[src/hdl/fhhd_pkg.sv]
// shared types and constants of the flow rate heavy hitter detector
package fhhd_pkg;

    localparam int unsigned DIV_W     = 64;
    localparam int unsigned DIV_CNT_W = 6;

    // register indexes on the configuration port
    localparam logic [1:0] REG_RATE_THRESHOLD   = 2'd0;
    localparam logic [1:0] REG_REPORTS_PER_DONE = 2'd1;
    localparam logic [1:0] REG_UPSTREAM_ADDRESS = 2'd2;
    localparam logic [1:0] REG_REPLY_PORT       = 2'd3;

    localparam logic [31:0] RATE_THRESHOLD_RST   = 32'd10;
    localparam logic [15:0] REPORTS_PER_DONE_RST = 16'd2;
    localparam logic [31:0] UPSTREAM_ADDRESS_RST = 32'h0a01_0100;
    localparam logic [15:0] REPLY_PORT_RST       = 16'h1234;

    // message header length codes and kinds
    localparam logic [15:0] HH_LEN_CODE   = 16'd32;
    localparam logic [15:0] DONE_LEN_CODE = 16'd16;
    localparam logic [63:0] HH_KIND       = 64'd1;
    localparam logic [63:0] DONE_KIND     = 64'd0;

    localparam logic [2:0] HH_WORDS   = 3'd5;
    localparam logic [2:0] DONE_WORDS = 3'd3;

    typedef struct packed {
        logic [63:0] flow_addresses;
        logic [63:0] flow_ports;
        logic        start_flag;
        logic        fin_flag;
        logic [63:0] report_time;
        logic [15:0] packet_length;
        logic [31:0] switch_address;
        logic [63:0] nic_time;
    } t_in_word;

    typedef struct packed {
        logic [63:0] message_word;
        logic        end_of_message;
        logic        last;
    } t_out_word;

    typedef struct packed {
        logic             start;
        logic [DIV_W-1:0] dividend;
        logic [DIV_W-1:0] divisor;
    } t_div_req;

    typedef struct packed {
        logic             done;
        logic [DIV_W-1:0] quotient;
        logic [DIV_W-1:0] remainder;
    } t_div_rsp;

endpackage

[src/hdl/fhhd_div.sv]
// radix-2 restoring divider, one quotient bit per cycle
module fhhd_div
    import fhhd_pkg::*;
(
    input  logic     i_clk,
    input  logic     i_rst_n,
    input  t_div_req i_req,
    output t_div_rsp o_rsp
);

    logic [DIV_W-1:0]     r_rem, n_rem;
    logic [DIV_W-1:0]     r_quo, n_quo;
    logic [DIV_W-1:0]     r_den;
    logic [DIV_CNT_W-1:0] r_cnt;
    logic                 r_busy;
    logic                 r_done;
    logic [DIV_W:0]       rem_shift;
    logic [DIV_W:0]       trial;

    // the shared subtract and compare
    always_comb begin
        rem_shift = {r_rem, r_quo[DIV_W-1]};
        trial     = rem_shift - {1'b0, r_den};
        if (!trial[DIV_W]) begin
            n_rem = trial[DIV_W-1:0];
            n_quo = {r_quo[DIV_W-2:0], 1'b1};
        end else begin
            n_rem = rem_shift[DIV_W-1:0];
            n_quo = {r_quo[DIV_W-2:0], 1'b0};
        end
    end

    always_ff @(posedge i_clk) begin
        if (!i_rst_n) begin
            r_busy <= 1'b0;
            r_done <= 1'b0;
            r_cnt  <= '0;
        end else begin
            r_done <= 1'b0;
            if (i_req.start) begin
                r_busy <= 1'b1;
                r_cnt  <= '0;
            end else if (r_busy) begin
                r_cnt <= r_cnt + 1'b1;
                if (r_cnt == DIV_CNT_W'(DIV_W - 1)) begin
                    r_busy <= 1'b0;
                    r_done <= 1'b1;
                end
            end
        end
    end

    always_ff @(posedge i_clk) begin
        if (i_req.start) begin
            r_rem <= '0;
            r_quo <= i_req.dividend;
            r_den <= i_req.divisor;
        end else if (r_busy) begin
            r_rem <= n_rem;
            r_quo <= n_quo;
        end
    end

    assign o_rsp.done      = r_done;
    assign o_rsp.quotient  = r_quo;
    assign o_rsp.remainder = r_rem;

endmodule

[config.mk]
export PLATFORM = sky130hd
export DESIGN_NAME = fhhd_div
export DESIGN_NICKNAME = d
export VERILOG_FILES = /design/src/hdl/fhhd_pkg.sv /design/src/hdl/fhhd_div.sv
export SDC_FILE = /design/constraint.sdc
export NUM_CORES = 1
export LEC_CHECK = 0
export BUFFER_PORTS_ARGS = -buffer_cell sky130_fd_sc_hd__buf_2
export CORE_ASPECT_RATIO = 0.9
export CORE_MARGIN = 4
export CORE_UTILIZATION = 50
export DETAILED_ROUTE_END_ITERATION = 8
export PLACE_DENSITY = 0.85
export SLEW_MARGIN = 10
export SYNTH_ARGS = -nofsm -noshare
export SYNTH_HDL_FRONTEND = slang
export SYNTH_SLANG_ARGS = --single-unit
[constraint.sdc]
create_clock -name i_clk -period 3.9 [get_ports i_clk]
set_input_delay 0.195 -clock i_clk [delete_from_list [all_inputs] [get_ports i_clk]]
set_output_delay 0.195 -clock i_clk [all_outputs]
set_load 0.03 [all_outputs]
Word level (Yosys, flattened, before mapping)

Index checks and enable logic that the tools add are counted.

Output and inout bits: 129
Word-level logic and storage cells: 22
Bits in registers: 200
Bits of input ports: 131

Reduce and logical (&&, ||, !) cells: 3
Eq/ne operators: 1
Add/sub/neg operators: 2
Multiplexer cells: 8
Bitwise operators: 2

Operators by type and width:

| cell                                        | number |
|---|---|
| 2-to-1 mux 64 bit                           | 3 |
| subtractor 65 x 64 -> 65 bit                | 1 |
| adder 6 x 1 -> 6 bit, second input constant | 1 |
| equality test 6 bit, second input constant  | 1 |
| 2-to-1 mux 1 bit                            | 5 |
| OR reduction 3 bit                          | 1 |
| inverter 1 bit                              | 2 |
| nonzero test 2 bit                          | 1 |
| OR reduction 2 bit                          | 1 |

Logic depth before layout (Yosys ltp)

Depth in word-level cells: 4
Depth in mapped cells: 16
Gate-level depth less buffers: 13

Worst setup path before layout

OpenSTA, ideal clock, no wires.

Path kind: flip-flop to flip-flop
Start point: register r_quo[63]
End point: register r_rem[39]
Cell stages (with the launch flop): 17
Period minus slack after synthesis: 3.312 ns
Path slack: 0.588 ns
Buffers on the path: 3
Data arrival time: 3.224 ns
Data required time: 3.812 ns
Setup time: 0.088 ns
Path through: edfxtp_1 inv_1 ha_1 fa_1 nand2b_1 a21oi_1 o21ai_1 and3_1 clkbuf_1 a21oi_1 o31a_1 o211ai_1 nand3_4 buf_6 buf_8 nand2_1 a311oi_2

Cells in the longest elaborated chain, start to end: 2

Ends and longest elaborated chain:

| element                      | line           | source |
|---|---|---|
| start, declared              | fhhd_div.sv:12 | `logic [DIV_W-1:0] r_quo, n_quo;` |
| start signal, assigned       | fhhd_div.sv:56 | `r_quo <= i_req.dividend;` |
| start signal, assigned       | fhhd_div.sv:60 | `r_quo <= n_quo;` |
| subtractor 65 x 64 -> 65 bit | fhhd_div.sv:23 | `trial = rem_shift - {1'b0, r_den};` |
| 2-to-1 mux 64 bit            | fhhd_div.sv:24 | `if (!trial[DIV_W]) begin` |
| end signal, assigned         | fhhd_div.sv:59 | `r_rem <= n_rem;` |
| end, declared                | fhhd_div.sv:11 | `logic [DIV_W-1:0] r_rem, n_rem;` |

No other way between the ends.
A chain may end at the register's enable or synchronous reset.

Worst setup path in the final report

Start point: register r_quo[63]
End point: register r_rem[9]

Same word-level chain as after synthesis.

==> summary.txt <==
Place
  • # placed instances: roughly 1700
  • Gpl congestion: approximately 0.95
  • Post-DP HPWL: ~24000 um
  • Buffers on Ports: 259

Clocking
  • Number of buffers created by CTS: 17
  • Maximum clock insertion buffer count: 2
  • Clk_lat worst skew: 0.45 ns
  • CTS H-tree lvls: 4
  • Clock tree root driver cell: clkbuf_16
  • Clock Sink Count: 200
  • Post-CTS clock slew at the launch and capture registers of the worst setup and hold paths: approximately 0.08 ns
  • TritonCTS clock tree: yes

Floorplanning
  • Die W: approximately 170 um
  • Starting density of the core: between 50% and 60%
  • Die Ht: 155 um
  • Total core area: 23500 sq um
  • Count of boundary I/O pins: 260
  • Die Footprint: approximately 26000 sq um
  • Site Rows: 53

Synth
  • Post-synthesis register bit count: 200
  • Post-synthesis instance area: approximately 12000 sq um
  • Top FF cell, synth: edfxtp_1
  • Proportion of synthesized chip area in sequential cells: between 40 and 50%
  • Mean area per synthesized cell: 9.94 sq um
  • Fraction of registers with async set/reset: 0%
  • Post-Synthesis Net Count: roughly 1400
  • Post-Syn Instances: roughly 1200
  • Number of enable flip-flop cells after synthesis: 128
  • Cell variety after synth: 74
  • Number of warnings printed during yosys synthesis: 0

Finish
  • Final core occ: between 60% and 70%
  • Number of antenna diodes: 0
  • Top library cells by usage in the layout, fill and taps aside: buf_2, edfxtp_1, nor2_1, inv_1, nand2_1
  • Fraction of layout cells with a size suffix above 1: between 20% and 30%
  • Most frequent standard cell in the layout excluding fill and tap cells: buf_2
  • Number of nets at the end of the flow: 1694
  • Final Non-Filler Cells: around 1800
  • Layout-stage area growth over the synthesis result: 23.5%

Route
  • Average via count per standard cell: around 6
  • Overall routed net length: 34000 um
  • ANT nets after route: 0
  • Post-detailed-route DRC marker count: 0
  • First-iteration detailed-routing DRC count: ~1200
  • Iteration count of the initial detailed-routing pass: 8
  • Per-cell routed wire length: roughly 19 um
  • Routed vias: roughly 11000

STA
  • Setup skew after layout: 0.0204 ns
  • Setup violators final: 0
  • Final period util: 92.7%
  • Unrepaired setup endpoints after global routing: no
  • Final count of pins violating max slew: 0
  • Setup TNS after final layout: 0 ns
  • Post-layout minimum cycle time: 3.62 ns
  • Worst Tran Pin Value: 0.895 ns
  • Fmax achieved: between 0.2 and 0.3 GHz
  • Hold Violations, Final: 0
  • Worst relative slew slack: between 40% and 50%

Setup path
  • Count of cells along the worst register-to-register path: 15
  • Worst EP required: about 4.2 ns
  • Critical path launch point type: flop
  • Crit. End Element: flop
  • Worst stage delay on the critical path: 0.40 ns
  • Cell at the slowest stage of the critical path: fa_1
  • Family with the most delay on the worst path: compound AO/OA/AOI/OAI gates
  • Highest fanout seen on the critical path: 14
  • Critical Setup Path Class: flop to flop
  • CP Cell Sequence: inv_1 -> ha_1 -> fa_1 -> nand2b_1 -> a21oi_1 -> o21ai_1 -> and3_1 -> a21oi_1 -> o31a_1 -> o211ai_1 -> buf_4 -> nand3_4 -> buf_4 -> mux2i_1 -> a211oi_1
  • Critical path arrival: approximately 4 ns
  • CP Buf/Inv Count: 3
  • Number of logic stages on the critical path including buffering: 15
  • Internal reg-to-reg setup slack: 0.28 ns

Global route
  • Initial antenna violation count: 0
  • Total GRT Usage: between 20% and 30%
  • First-pass GRT wire length: 53000 um
  • Global route total overflow: 0
  • Number of global-route vias before repair: slightly above 10000
  • Maximum number of pins on one net before global-route repair: 75

Power
  • Register share of total power: 43.0%
  • Worst ir drop on vdd: around 0.26 mV
  • Leakage component of the power: around 6.7 nW
  • Clk pwr share: ~32%
  • Reported net switching power: 2.02 mW
  • Net Sw Frac: roughly a third
  • Internal power: a little under 4 mW
  • Power per standard cell area: ~400 nW/um^2
  • Combinational power share: 24.7%

Status
  • Run status: finished, final reports clean

Worst hold path
  • Path type of the worst min-delay path: input pin to flop
  • Worst Hold Path Cells: 2

Job
  • Maximum Capacitance Violations: 0
-- registers in the layout, summed over array words and instances, names as in the netlist --
| signal | flops |
|---|---|
| r_busy | 1 |
| r_rem | 64 |
| r_quo | 64 |
| r_done | 1 |
| r_den | 64 |
| r_cnt | 6 |
-- metal layers --
layer	global-route usage [%]	share of wire, %
met1	33.4	42
met2	40.5	48
met3	4.93	7.7
met4	7.28	2.4
met5	0	0
-- synth_stat cells, drive strengths merged (5+ instances only) --
library cell | instances | share of area, %
nand3 | 25 | 1.2
o211ai | 6 | 0.38
nor3 | 12 | 0.50
or3 | 5 | 0.26
a311oi | 5 | 0.47
xor2 | 24 | 1.8
a21o | 28 | 1.8
a31oi | 7 | 0.37
a211oi | 45 | 2.8
dfxtp | 72 | 12
mux2 | 65 | 6.1
xnor2 | 36 | 2.6
ha | 65 | 6.8
o31ai | 7 | 0.44
inv | 94 | 2.9
clkbuf | 49 | 1.5
nor2 | 96 | 3.0
nor4 | 6 | 0.37
or4 | 5 | 0.35
and2 | 6 | 0.33
buf | 16 | 1.0
mux2i | 45 | 3.8
nand2 | 86 | 2.7
o21bai | 15 | 0.94
and3 | 8 | 0.42
nand2b | 10 | 0.52
nand4 | 25 | 1.3
a32oi | 5 | 0.37
o21ai | 54 | 2.3
o311ai | 9 | 0.66
edfxtp | 128 | 32
o21a | 12 | 0.75
a21oi | 86 | 3.7
-- path summary, 6_finish.rpt --
| kind | start | end |
|---|---|---|
| worst max-delay path | r_quo[63]$_DFFE_PP_ | r_rem[9]$_SDFFE_PP0P_ |
| worst min-delay path | i_rst_n | r_busy$_SDFF_PN0_ |
| worst max register to register | r_quo[63]$_DFFE_PP_ | r_rem[9]$_SDFFE_PP0P_ |
| worst min register to register | r_cnt[5]$_SDFFE_PP0P_ | r_done$_SDFF_PP0_ |
-- worst register-to-register path, delay by kind of cell, from the launching register on --
family / cells / cell delay (ns)
AOI/OAI and AO/OA: 6 / 1.02
and+or+nand+nor: 3 / 0.67
adders and majority gates: 2 / 0.63
buffers and inverters: 3 / 0.55
DFF: 1 / 0.35
muxes: 1 / 0.26
-- metrics by stage --
| step | hold WS [ns] | area (sq um) | setup WS [ns] | power (mW) |
|---|---|---|---|---|
| after floorplan | 0.294 | 12000 | 0.588 | 3.55 |
| after global placement | 0.371 | 13500 | 0.452 | 3.93 |
| after detailed placement | 0.373 | 13500 | 0.351 | 3.97 |
| after CTS | 0.0111 | 14700 | 0.296 | 5.92 |
| after global routing | 0.0167 | 14800 | 0.0172 | 6.17 |
| final | 0.0235 | 14800 | 0.284 | 5.93 |
-- cells by family after synthesis --
family | share of synthesized area, %
compound gates | 17.0
xor+xnor | 4.39
fa+ha+maj | 6.97
buf+inv | 5.49
flops | 44.2
mux | 9.88
simple gates | 12.1
-- layout make-up --
class / count / area [sq um]
Timing Repair Buffer: 338 / 2080
Clock buffer: 17 / 425
Tap cell: 302 / 378
Multi-Input combinational cell: 846 / 6040
Clock inverter: 15 / 213
Inverter: 94 / 353
Sequential cell: 200 / 5290
Fill cell: 1922 / 8700
-- power by group through the flow --
| stage | combinational, mW | clock [mW] | sequential (mW) |
|---|---|---|---|
| 2_1_floorplan | 0.769 | 0 | 2.78 |
| 3_5_place_dp | 1.38 | 0 | 2.59 |
| 6_report | 1.47 | 1.91 | 2.55 |
| 5_1_grt | 1.58 | 2.02 | 2.57 |
| 3_3_place_gp | 1.36 | 0 | 2.58 |
| 4_1_cts | 1.44 | 1.93 | 2.55 |
-- what timing repair did --
item / in CTS / in global routing
hold buffers: 64 / 0
gates resized for setup: 0 / 1
hold endpoints to repair: 64 / 0
setup buffers: 0 / 2
setup endpoints to repair: 0 / 4
No activity file was read; power rests on OpenSTA's default activity.
